<file path="src/rtl/core/bplm_pkg.sv">
// ----------------------------------------------------------------------------
// bplm_pkg
// Shared defaults and the command and status bundles that pass between the
// list manager's controller and its datapath.
// ----------------------------------------------------------------------------
`default_nettype none

package bplm_pkg;

  localparam int NODES_DEF = 16;
  localparam int LISTS_DEF = 2;

  // Commands from the controller to the datapath.
  typedef struct packed {
    logic accept;
    logic clear_wr;
    logic unlink;
    logic append;
    logic load_out;
  } bplm_cmd_t;

  // Status from the datapath back to the controller.
  typedef struct packed {
    logic quick;
    logic is_put;
    logic clr_last;
  } bplm_stat_t;

endpackage

`default_nettype wire

</file>
<file path="src/rtl/core/bplm_ram.sv">
// ----------------------------------------------------------------------------
// bplm_ram
// Generic single write port, single read port RAM with registered read data.
// ----------------------------------------------------------------------------
`default_nettype none

module bplm_ram #(
  parameter int WIDTH = 1,
  parameter int DEPTH = 2
) (
  input  logic                     clk,
  input  logic                     we,
  input  logic [$clog2(DEPTH)-1:0] waddr,
  input  logic [WIDTH-1:0]         wdata,
  input  logic [$clog2(DEPTH)-1:0] raddr,
  output logic [WIDTH-1:0]         rdata
);

  logic [WIDTH-1:0] mem [DEPTH];

  always_ff @(posedge clk) begin
    if (we) begin
      mem[waddr] <= wdata;
    end
    rdata <= mem[raddr];
  end

endmodule

`default_nettype wire

</file>
<file path="src/rtl/core/bplm_ctrl.sv">
// ----------------------------------------------------------------------------
// bplm_ctrl
// Controller state machine: sequences the membership clearing pass, item
// acceptance, the link read, unlink and append steps and the result hand-off.
// ----------------------------------------------------------------------------
`default_nettype none

module bplm_ctrl (
  input  logic                  clk,
  input  logic                  rst,
  input  logic                  item_valid,
  output logic                  item_stall,
  output logic                  result_valid,
  input  logic                  result_stall,
  input  bplm_pkg::bplm_stat_t  stat,
  output bplm_pkg::bplm_cmd_t   cmd
);

  localparam logic [2:0] ST_CLEAR  = 3'd0;
  localparam logic [2:0] ST_IDLE   = 3'd1;
  localparam logic [2:0] ST_READ   = 3'd2;
  localparam logic [2:0] ST_UNLINK = 3'd3;
  localparam logic [2:0] ST_APPEND = 3'd4;
  localparam logic [2:0] ST_DONE   = 3'd5;

  logic [2:0] state;
  logic [2:0] state_next;
  logic       result_valid_next;

  assign item_stall = (state != ST_IDLE);

  always_comb begin
    cmd        = '0;
    state_next = state;
    unique case (state)
      ST_CLEAR: begin
        cmd.clear_wr = 1'b1;
        if (stat.clr_last) begin
          state_next = ST_IDLE;
        end
      end
      ST_IDLE: begin
        if (item_valid) begin
          cmd.accept = 1'b1;
          state_next = stat.quick ? ST_DONE : ST_READ;
        end
      end
      ST_READ: begin
        state_next = ST_UNLINK;
      end
      ST_UNLINK: begin
        cmd.unlink = 1'b1;
        state_next = stat.is_put ? ST_APPEND : ST_DONE;
      end
      ST_APPEND: begin
        cmd.append = 1'b1;
        state_next = ST_DONE;
      end
      ST_DONE: begin
        // The result register may still hold the previous item's result.
        if (!result_valid || !result_stall) begin
          cmd.load_out = 1'b1;
          state_next   = ST_IDLE;
        end
      end
      default: begin
        state_next = ST_CLEAR;
      end
    endcase
  end

  always_comb begin
    if (cmd.load_out) begin
      result_valid_next = 1'b1;
    end else if (!result_stall) begin
      result_valid_next = 1'b0;
    end else begin
      result_valid_next = result_valid;
    end
  end

  always_ff @(posedge clk) begin
    if (rst) begin
      state        <= ST_CLEAR;
      result_valid <= 1'b0;
    end else begin
      state        <= state_next;
      result_valid <= result_valid_next;
    end
  end

`ifndef SYNTHESIS
  a_no_overwrite: assert property (@(posedge clk) disable iff (rst)
    (result_valid && result_stall) |-> !cmd.load_out)
    else $error("result overwritten while held");

  a_one_item: assert property (@(posedge clk) disable iff (rst)
    cmd.accept |=> !cmd.accept)
    else $error("item accepted while another is in progress");
`endif

endmodule

`default_nettype wire

</file>
<file path="src/rtl/core/bplm_dp.sv">
// ----------------------------------------------------------------------------
// bplm_dp
// Datapath: link and membership RAMs, per-list head, tail and length
// registers, the item and result registers and the unlink and append logic.
// ----------------------------------------------------------------------------
`default_nettype none

module bplm_dp #(
  parameter int NODES = bplm_pkg::NODES_DEF,
  parameter int LISTS = bplm_pkg::LISTS_DEF
) (
  input  logic                         clk,
  input  logic                         rst,
  input  bplm_pkg::bplm_cmd_t          cmd,
  output bplm_pkg::bplm_stat_t         stat,
  input  logic [1:0]                   mode,
  input  logic [$clog2(NODES)-1:0]     node_index,
  input  logic [$clog2(LISTS)-1:0]     list_select,
  output logic [1:0]                   status,
  output logic [$clog2(NODES)-1:0]     got_node,
  output logic [$clog2(NODES+1)-1:0]   list_length
);

  localparam int NW = $clog2(NODES);
  localparam int LW = $clog2(LISTS);
  localparam int MW = $clog2(LISTS + 1);
  localparam int CW = $clog2(NODES + 1);

  localparam logic [1:0] MODE_PUT   = 2'd0;
  localparam logic [1:0] MODE_GET   = 2'd1;
  localparam logic [1:0] MODE_COUNT = 2'd2;

  localparam logic [1:0] ST_OK    = 2'd0;
  localparam logic [1:0] ST_RANGE = 2'd1;
  localparam logic [1:0] ST_EMPTY = 2'd2;

  localparam logic [LW:0] LISTS_V = (LW + 1)'(LISTS);
  localparam logic [NW:0] NODES_V = (NW + 1)'(NODES);

  // Item and result registers.
  logic [NW-1:0] r_node;
  logic [LW-1:0] r_list;
  logic          r_put;
  logic [1:0]    res_status;
  logic [NW-1:0] res_got;
  logic [CW-1:0] res_len;

  // Per-list registers.
  logic [NW-1:0] head  [LISTS];
  logic [NW-1:0] tail  [LISTS];
  logic [CW-1:0] count [LISTS];

  logic [NW-1:0] clr_addr;

  // RAM ports.
  logic          next_we, prev_we, memb_we;
  logic [NW-1:0] next_waddr, prev_waddr, memb_waddr;
  logic [NW-1:0] next_wdata, prev_wdata;
  logic [MW-1:0] memb_wdata;
  logic [NW-1:0] next_rd, prev_rd;
  logic [MW-1:0] memb_rd;

  // Accept-side decode.
  logic          sel_ok, node_ok, is_put, is_get, is_count, walk;
  logic [LW-1:0] sel_idx;
  logic [NW-1:0] head_sel;
  logic [CW-1:0] cnt_sel;

  // Unlink and append terms.
  logic [MW-1:0] lm1;
  logic [LW-1:0] ul;
  logic          in_list, many, at_head, at_tail;
  logic          unl_next, unl_prev, app_link;

  assign sel_ok   = ({1'b0, list_select} < LISTS_V);
  assign node_ok  = ({1'b0, node_index} < NODES_V);
  assign is_put   = (mode == MODE_PUT);
  assign is_get   = (mode == MODE_GET);
  assign is_count = (mode == MODE_COUNT);
  assign sel_idx  = sel_ok ? list_select : '0;
  assign head_sel = head[sel_idx];
  assign cnt_sel  = count[sel_idx];
  assign walk     = sel_ok && ((is_put && node_ok) || (is_get && (cnt_sel != '0)));

  assign lm1     = memb_rd - MW'(1);
  assign ul      = lm1[LW-1:0];
  assign in_list = (memb_rd != '0);
  assign many    = (count[ul] > CW'(1));
  assign at_head = (head[ul] == r_node);
  assign at_tail = (tail[ul] == r_node);

  // Neighbour links are patched only when the node sits inside a longer list.
  assign unl_next = cmd.unlink && in_list && many && !at_head;
  assign unl_prev = cmd.unlink && in_list && many && !at_tail;
  assign app_link = cmd.append && (count[r_list] != '0);

  always_comb begin
    next_we    = unl_next || app_link;
    next_waddr = cmd.append ? tail[r_list] : prev_rd;
    next_wdata = cmd.append ? r_node : next_rd;

    prev_we    = unl_prev || app_link;
    prev_waddr = cmd.append ? r_node : next_rd;
    prev_wdata = cmd.append ? tail[r_list] : prev_rd;

    memb_we    = cmd.clear_wr || cmd.append || (cmd.unlink && !r_put);
    memb_waddr = cmd.clear_wr ? clr_addr : r_node;
    memb_wdata = cmd.append ? (MW'(r_list) + MW'(1)) : '0;
  end

  assign stat.quick    = !walk;
  assign stat.is_put   = r_put;
  assign stat.clr_last = (clr_addr == NW'(NODES - 1));

  bplm_ram #(.WIDTH(NW), .DEPTH(NODES)) u_next (
    .clk   (clk),
    .we    (next_we),
    .waddr (next_waddr),
    .wdata (next_wdata),
    .raddr (r_node),
    .rdata (next_rd)
  );

  bplm_ram #(.WIDTH(NW), .DEPTH(NODES)) u_prev (
    .clk   (clk),
    .we    (prev_we),
    .waddr (prev_waddr),
    .wdata (prev_wdata),
    .raddr (r_node),
    .rdata (prev_rd)
  );

  bplm_ram #(.WIDTH(MW), .DEPTH(NODES)) u_memb (
    .clk   (clk),
    .we    (memb_we),
    .waddr (memb_waddr),
    .wdata (memb_wdata),
    .raddr (r_node),
    .rdata (memb_rd)
  );

  always_ff @(posedge clk) begin
    if (rst) begin
      clr_addr <= '0;
      for (int i = 0; i < LISTS; i++) begin
        count[i] <= '0;
      end
    end else begin
      if (cmd.clear_wr) begin
        clr_addr <= clr_addr + NW'(1);
      end
      if (cmd.unlink && in_list) begin
        count[ul] <= many ? (count[ul] - CW'(1)) : '0;
      end else if (cmd.append) begin
        count[r_list] <= count[r_list] + CW'(1);
      end
    end
  end

  always_ff @(posedge clk) begin
    if (cmd.accept) begin
      r_list  <= list_select;
      r_put   <= is_put;
      r_node  <= is_put ? node_index : head_sel;
      res_got <= (is_get && walk) ? head_sel : '0;
      res_len <= (is_count && sel_ok) ? cnt_sel : '0;
      if (!(is_put || is_get || is_count)) begin
        res_status <= ST_OK;
      end else if (!sel_ok || (is_put && !node_ok)) begin
        res_status <= ST_RANGE;
      end else if (is_get && (cnt_sel == '0)) begin
        res_status <= ST_EMPTY;
      end else begin
        res_status <= ST_OK;
      end
    end
    if (cmd.unlink && in_list && many) begin
      if (at_head) begin
        head[ul] <= next_rd;
      end
      if (at_tail) begin
        tail[ul] <= prev_rd;
      end
    end
    if (cmd.append) begin
      if (count[r_list] == '0) begin
        head[r_list] <= r_node;
      end
      tail[r_list] <= r_node;
    end
    if (cmd.load_out) begin
      status      <= res_status;
      got_node    <= res_got;
      list_length <= res_len;
    end
  end

`ifndef SYNTHESIS
  a_unlink_count: assert property (@(posedge clk) disable iff (rst)
    (cmd.unlink && in_list) |-> (count[ul] != '0))
    else $error("node recorded in a list whose length is zero");

  a_append_room: assert property (@(posedge clk) disable iff (rst)
    cmd.append |-> (count[r_list] < CW'(NODES)))
    else $error("append to a list that already holds every node");
`endif

endmodule

`default_nettype wire

</file>
<file path="src/rtl/core/buffer_pool_list_manager.sv">
// ----------------------------------------------------------------------------
// buffer_pool_list_manager
// Keeps a pool of buffer nodes in FIFO lists built as doubly linked lists,
// with put (move to tail), get (pop head) and count operations.
//
//   Channel   Handshake                   Fields
//   item      item_valid / item_stall     mode, node_index, list_select
//   result    result_valid / result_stall status, got_node, list_length
//
// Count, range errors, an empty get and the unused mode go straight from
// acceptance to the result hand-off; a get adds the registered read of the
// link RAMs and an unlink step, and a put adds a separate append step.
// One item is in progress at a time; the next is taken once the previous
// result is in the output register, even while that result is still stalled.
// After reset a clearing pass over all NODES addresses empties the
// membership RAM; item_stall stays high throughout it.
// ----------------------------------------------------------------------------
`default_nettype none

module buffer_pool_list_manager #(
  parameter int NODES = bplm_pkg::NODES_DEF,
  parameter int LISTS = bplm_pkg::LISTS_DEF
) (
  input  logic                        clk,
  input  logic                        rst,
  input  logic                        item_valid,
  output logic                        item_stall,
  input  logic [1:0]                  mode,
  input  logic [$clog2(NODES)-1:0]    node_index,
  input  logic [$clog2(LISTS)-1:0]    list_select,
  output logic                        result_valid,
  input  logic                        result_stall,
  output logic [1:0]                  status,
  output logic [$clog2(NODES)-1:0]    got_node,
  output logic [$clog2(NODES+1)-1:0]  list_length
);

  bplm_pkg::bplm_cmd_t  cmd;
  bplm_pkg::bplm_stat_t stat;

  bplm_ctrl u_ctrl (
    .clk          (clk),
    .rst          (rst),
    .item_valid   (item_valid),
    .item_stall   (item_stall),
    .result_valid (result_valid),
    .result_stall (result_stall),
    .stat         (stat),
    .cmd          (cmd)
  );

  bplm_dp #(.NODES(NODES), .LISTS(LISTS)) u_dp (
    .clk         (clk),
    .rst         (rst),
    .cmd         (cmd),
    .stat        (stat),
    .mode        (mode),
    .node_index  (node_index),
    .list_select (list_select),
    .status      (status),
    .got_node    (got_node),
    .list_length (list_length)
  );

endmodule

`default_nettype wire
</file>
<file path="config.mk">
export PLATFORM = sky130hd
export DESIGN_NAME = buffer_pool_list_manager
export DESIGN_NICKNAME = d
export VERILOG_FILES = /design/src/rtl/core/bplm_pkg.sv /design/src/rtl/core/bplm_ram.sv /design/src/rtl/core/bplm_ctrl.sv /design/src/rtl/core/bplm_dp.sv /design/src/rtl/core/buffer_pool_list_manager.sv
export SDC_FILE = /design/constraint.sdc
export NUM_CORES = 1
export LEC_CHECK = 0
export ABC_AREA = 1
export BUFFER_PORTS_ARGS = -buffer_cell sky130_fd_sc_hd__buf_2
export CAP_MARGIN = 20
export CORE_UTILIZATION = 57
export CTS_BUF_LIST = sky130_fd_sc_hd__clkbuf_16
export CTS_CLUSTER_DIAMETER = 100
export DETAILED_ROUTE_END_ITERATION = 16
export PLACE_DENSITY = 0.8
export SYNTH_ARGS = -nofsm -noshare
export SYNTH_HDL_FRONTEND = slang
export SYNTH_HIERARCHICAL = 1
export SYNTH_SLANG_ARGS = --single-unit
</file>
<file path="constraint.sdc">
create_clock -name clk -period 3.2 [get_ports clk]
set_clock_uncertainty 0.05 [all_clocks]
set_input_delay 0.64 -clock clk [delete_from_list [all_inputs] [get_ports clk]]
set_output_delay 0.64 -clock clk [all_outputs]
set_load 0.02 [all_outputs]
</file>
* After elaboration in Yosys (flattened, before gate mapping)
Memories as Yosys holds them, arrays and structs flattened. A register that Yosys moved wholly into a read port is not among the register bits.
Index checks and enable logic that the tools add are counted.
** Storage, ports and cells
- Output and inout port bits :: 13
- Memories kept :: 6
- Logic and storage cells :: 134
- Input port bits :: 11
- Flip-flop bits (word level) :: 36
- Bits in writable memories :: 186
** Operators by class
- Order comparisons :: 1
- Reductions and logical operators :: 34
- Eq/ne operators :: 15
- $add $sub $neg :: 5
- Muxes and demuxes :: 61
** Memories
- u_dp.u_next.mem :: words 16, bits a word 4, rd ports 1, clocked after Yosys merged registers in 1, wr ports 1, line bplm_ram.sv:19 : logic [WIDTH-1:0] mem [DEPTH];
- u_dp.u_prev.mem :: words 16, bits a word 4, rd ports 1, clocked after Yosys merged registers in 1, wr ports 1, line bplm_ram.sv:19
- u_dp.u_memb.mem :: words 16, bits a word 2, rd ports 1, clocked after Yosys merged registers in 1, wr ports 1, line bplm_ram.sv:19
- u_dp.count :: words 2, bits a word 5, rd ports 3, clocked after Yosys merged registers in 1, wr ports 2, line bplm_dp.sv:51 : logic [CW-1:0] count [LISTS];
- u_dp.head :: words 2, bits a word 4, rd ports 2, clocked after Yosys merged registers in 0, wr ports 1, line bplm_dp.sv:49 : logic [NW-1:0] head [LISTS];
- u_dp.tail :: words 2, bits a word 4, rd ports 2, clocked after Yosys merged registers in 1, wr ports 1, line bplm_dp.sv:50 : logic [NW-1:0] tail [LISTS];
** Operators with widths (count)
- 1-bit 2-to-1 mux :: 45
- 4-bit 2-to-1 mux :: 6
- 3-bit one-hot mux with 6 select lines :: 1
- 5-bit 2-to-1 mux :: 3
- 3-bit 2-to-1 mux :: 4
- 5-bit zero test :: 2
- 5-bit nonzero test :: 2
- 5-bit OR reduction :: 2
- 1-bit logical AND :: 9
- 4-bit equality test :: 2
- 1-bit logical OR :: 8
- 4-bit OR reduction :: 2
- 3-bit by 2-bit equality test with 1-bit output (second input constant) :: 2
- 3-bit equality test (second input constant) :: 2
- 5-bit by 1-bit adder with 5-bit output (second input constant) :: 1
- 5-bit by 1-bit > comparator with 1-bit output (second input constant) :: 1
- 1-bit zero test :: 5
- 5-bit by 1-bit subtractor with 5-bit output (second input constant) :: 1
- 4-bit by 1-bit adder with 4-bit output (second input constant) :: 1
- 4-bit equality test (second input constant) :: 1
- 2-bit 2-to-1 mux :: 2
- 2-bit by 1-bit inequality test with 1-bit output (second input constant) :: 2
- 2-bit inequality test (second input constant) :: 2
- 3-bit by 1-bit equality test with 1-bit output (second input constant) :: 1
- 9 further kinds :: 9

* Longest topological paths before layout
- Depth after elaboration :: 9
- Depth in mapped cells :: 12
- Gate-level depth less buffers :: 12

* Cells and area by module
Netlist, hierarchy kept.
** Modules (own cells, without submodules)
- bplm_ram (u_dp.u_next ...) :: cells an instance 290, area each 2966.6 µm², seq. area each 2001.9 µm², instances 2
- bplm_dp :: cells an instance 384, area each 3249.4 µm², seq. area each 1661.6 µm², instances 1
- bplm_ram (u_dp.u_memb) :: cells an instance 159, area each 1531.5 µm², seq. area each 1001.0 µm², instances 1
- bplm_ctrl :: cells an instance 47, area each 272.8 µm², seq. area each 80.1 µm², instances 1

* Worst setup path after synthesis
Ideal clock, no wire load.
- Path type :: reg-to-reg
- Start :: register u_ctrl.state[0]
- End :: memory u_dp/u_prev/mem[12][0] (netlist name), enable pin
- Clock period less this slack :: 2.929 ns
- Setup time :: 0.331 ns
- Arrival time :: 2.548 ns
- Path buffers :: 2
- Path slack :: 0.271 ns
- Stages on the path, launching flop included :: 10
- Data required time :: 2.819 ns
- Cells stage by stage :: dfxtp_1 -> nor2_1 -> inv_1 -> nor2_1 -> buf_2 -> inv_1 -> clkbuf_1 -> o21ai_0 -> nand3_1 -> nor2_1
** RTL lines
- start: declaration :: line bplm_ctrl.sv:26 : logic [2:0] state;
- start signal: assignment :: line bplm_ctrl.sv:87 : state <= state_next;
- end: declaration :: line bplm_ram.sv:19

* Worst setup path in the final report
- Start :: register u_dp.u_memb.rdata[0], read port of u_dp.u_memb.mem
- End :: memory u_dp/u_next/mem[14][3] (netlist name), enable pin
** Between the ends
- Cells in the longest elaborated chain, start to end :: 8
- Elaborated cells between the ends (all ways) :: 13
- Those cells by class :: add/sub: 1; order compare: 1; eq/ne: 1; mux: 2; reduce/logical: 6; memory: 2
** RTL lines
- start: declaration :: line bplm_ram.sv:16 : output logic [WIDTH-1:0] rdata
- 1-bit subtractor :: line bplm_dp.sv:85 : assign lm1 = memb_rd - MW'(1);
- memory read 2 x 5 bit or memory read 2 x 4 bit (tied branches)
- 5-bit by 1-bit > comparator with 1-bit output or 4-bit equality test (tied branches) :: line bplm_dp.sv:88, bplm_dp.sv:89
- 1-bit logical AND or 1-bit zero test (tied branches) :: line bplm_dp.sv:93 : assign unl_next = cmd.unlink && in_list && many && !at_head;
- 1-bit logical AND (*) :: line bplm_dp.sv:93
- 1-bit logical OR (*) :: line bplm_dp.sv:98 : next_we = unl_next || app_link;
- named net u_dp.next_we :: line bplm_dp.sv:56 : logic next_we, prev_we, memb_we;
- 1-bit 2-to-1 mux (*) :: line bplm_ram.sv:22 : if (we) begin
- 1-bit 2-to-1 mux (not written as such) (*) :: line bplm_ram.sv:23 : mem[waddr] <= wdata;
- end: declaration :: line bplm_ram.sv:19
The timed path passes the listed nets; every way through them passes the cells marked *.

==> flow_summary.json <==
{
  "synth_nets": 1186,
  "synth_top_area_cell": "edfxtp_1",
  "criticalPathCategory": "reg -> reg",
  "nNetsFinal": 1217,
  "drt_iter0_drc": 868,
  "min_path_cells": 3,
  "cp.required_ns": 3.34,
  "fin_crit_sh": 0.877,
  "ctsHtreeMaxLevel": 1,
  "seq_area_frac_synth": 0.614,
  "die_y_um": 141,
  "cp_max_fo": 11,
  "max_freq_mhz": 356,
  "n_antenna_cell": 0,
  "placed_area_um2": 11200,
  "overflow": 0,
  "ios": 24,
  "die_area_um2": 19800,
  "path_clk_slew_ns": 0.06,
  "reg2reg_depth": 12,
  "min_to": "u_ctrl/result_valid",
  "p_leak_uw": 0.00519,
  "synthDistinctLibCells": 36,
  "hold_viol": 0,
  "p_total_uw": 9040,
  "post-route-min-period_ns": 2.81,
  "cts_buffers": 24,
  "ant_nets": 0,
  "ys_ff_latch": 231,
  "rsz0062_at_grt": "no",
  "final_cell_mix": "nand2_1, edfxtp_1, inv_1, nand3_1, nor2_1",
  "track_usage": 0.231,
  "clk_latency_ns": 0.52,
  "yosysWarnings": 6,
  "r2r-start": "u_dp/u_memb/rdata[0]",
  "syn-instance-count": 1170,
  "tritoncts": "yes",
  "worst_pin_slew_ns": 0.733,
  "r2r-end": "u_dp/u_next/mem[14][3]",
  "setup_violations": 0,
  "synth_top_area_frac": 0.579,
  "p_per_area_nw_per_um2": 755,
  "grt_pass1_wl_mm": 35.6,
  "route.vias.total": 7889,
  "post_synth.cell_area_avg_um2": 9.39,
  "cp-end-kind": "flip-flop",
  "dpl.hpwl_mm": 15.0,
  "antenna_found_initial": 0,
  "outcome": "completed",
  "routedWlPerCell_um": 15.6,
  "ir_drop_uv": 514,
  "syn_area_um2": 11000,
  "final_area_um2": 12000,
  "viasPerCell": 5.43,
  "worstHoldPathType": "in -> reg",
  "final_common_cell": "nand2_1",
  "async_flop_share": 0,
  "drt-total-wl_mm": 22.6,
  "final.setup.tns_ns": 0,
  "max_cap_viol_count": 0,
  "worstPathArrival_ns": 2.94,
  "place_congestion": 0.910,
  "clkSinkCount": 231,
  "die_x_um": 141,
  "r2r_slack_ns": 0.39,
  "clockBufferDepth": 3,
  "dr.pass1.iters": 6,
  "min_from": "result_stall",
  "synthFlopType": "edfxtp_1",
  "core_um2": 18800,
  "rows": 50,
  "start_kind": "flip-flop",
  "synth_edf_count": 212,
  "drive_gt1_frac": 0.0804,
  "grt_max_degree": 50,
  "portBuffers": 22,
  "cts-root-buf": "clkbuf_16",
  "drc": 0,
  "cts_hold_buf": 0,
  "initial_core_util": 0.585,
  "maxSlewViolCount": 0,
  "grt_pass1_vias": 7210,
  "ys_top_cells_by_area": "edfxtp_1, nand2_1, nand3_1",
  "post-route-util": 0.638,
  "maxSlewHeadroom": 0.511,
  "area_growth_syn_to_layout_pct": 8.99
}
how the worst max path moves through the flow:
stage,startpoint,end,slack [ns],cells past startpoint
finish,u_dp/u_memb/rdata[0],u_dp/u_next/mem[14][3],0.39,12
global route,u_dp/u_memb/rdata[0],u_dp/u_prev/mem[4][1],0.18,12
CTS,u_dp/u_memb/rdata[0],u_dp/u_prev/mem[4][0],0.19,12
detailed placement,u_dp/u_memb/rdata[0],u_dp/u_next/mem[14][3],0.20,12
global placement,u_dp/u_memb/rdata[0],u_dp/u_next/mem[15][3],0.29,12
floorplan,u_ctrl/state[0],u_dp/u_prev/mem[12][0],0.27,9
power by group:
part / switching [uW] / internal [uW]
Sequential: 132 / 3930
Combinational: 1790 / 598
Clock: 1070 / 1510
Total: 2990 / 6040
flip-flops by register name (all words and copies together) (netlist names), 2 cells and up, named ones only:
name	cells
u_dp/r_node	4
u_dp/tail	8
u_dp/u_next/mem	64
u_dp/head	8
u_dp/u_prev/rdata	4
u_dp/u_next/rdata	4
u_dp/clr_addr	4
u_dp/got_node	4
u_dp/count	10
u_dp/res_len	5
u_dp/u_memb/rdata	2
u_dp/u_prev/mem	64
u_ctrl/state	3
u_dp/u_memb/mem	32
u_dp/res_got	4
u_dp/list_length	5
per-layer routing:
layer	routed length, um	share of wire	vias up	GRT usage
met5	0	0	-	0
met4	573	0.025	0	0.0732
met3	1680	0.074	51	0.0336
met2	10700	0.47	322	0.387
met1	9620	0.43	3636	0.312
li1	-	-	3880	-
layout make-up:
class | count | area [um^2]
Clock inverter | 20 | 140
Sequential cell | 231 | 6750
Clock buffer | 24 | 601
Multi-Input combinational cell | 705 | 3170
Inverter | 195 | 749
Tap cell | 234 | 293
Timing Repair Buffer | 44 | 275
Fill cell | 1491 | 6790
through the flow:
| step | std cells | worst slack (ns) | hold WS (ns) |
|---|---|---|---|
| after floorplan | 1170 | 0.271 | 0.350 |
| after global placement | 1409 | 0.287 | 0.351 |
| after detailed placement | 1409 | 0.204 | 0.355 |
| after CTS | 1453 | 0.192 | 0.345 |
| after global routing | 1453 | 0.180 | 0.363 |
| final | 1453 | 0.395 | 0.363 |
cell usage after synthesis (7+ instances only):
master and number:
inv_1 186, o21ai_1 10, buf_6 15, nand2_1 342, o21ai_0 44, edfxtp_1 212, buf_4 14, nand3_1 145
nor3_1 7, a21oi_1 18, nor2_1 90, dfxtp_1 19, buf_2 8
critical path: stages, from the launching register on:
cell,delay [ns]
dfxtp_1,0.39
buf_4,0.19
nand2_1,0.06
nand2_1,0.15
inv_1,0.07
ha_1,0.17
nand2_1,0.07
nand2_1,0.06
nand2_2,0.13
nand2_2,0.10
o21ai_1,0.42
nand3_1,0.25
nor2_1,0.36
logic make-up (layout without fill, tap and decap cells):
| kind of cell | Yosys count | after routing | share of synthesized area |
|---|---|---|---|
| mux | 2 | 2 | 0.00182 |
| other cells | 1 | 1 | 0.000341 |
| simple gates | 608 | 608 | 0.234 |
| flops | 231 | 231 | 0.614 |
| xor+xnor | 1 | 1 | 0.000797 |
| fa+ha+maj | 5 | 5 | 0.00569 |
| compound gates | 88 | 88 | 0.0453 |
| buf+inv | 234 | 283 | 0.0975 |
repair_timing:
| item | 4_1_cts | 5_1_grt |
|---|---|---|
| gates resized for setup | 0 | 2 |
| setup endpoints to repair | 0 | 57 |
| setup buffers | 0 | 0 |
No activity file was read; power rests on OpenSTA's default activity.
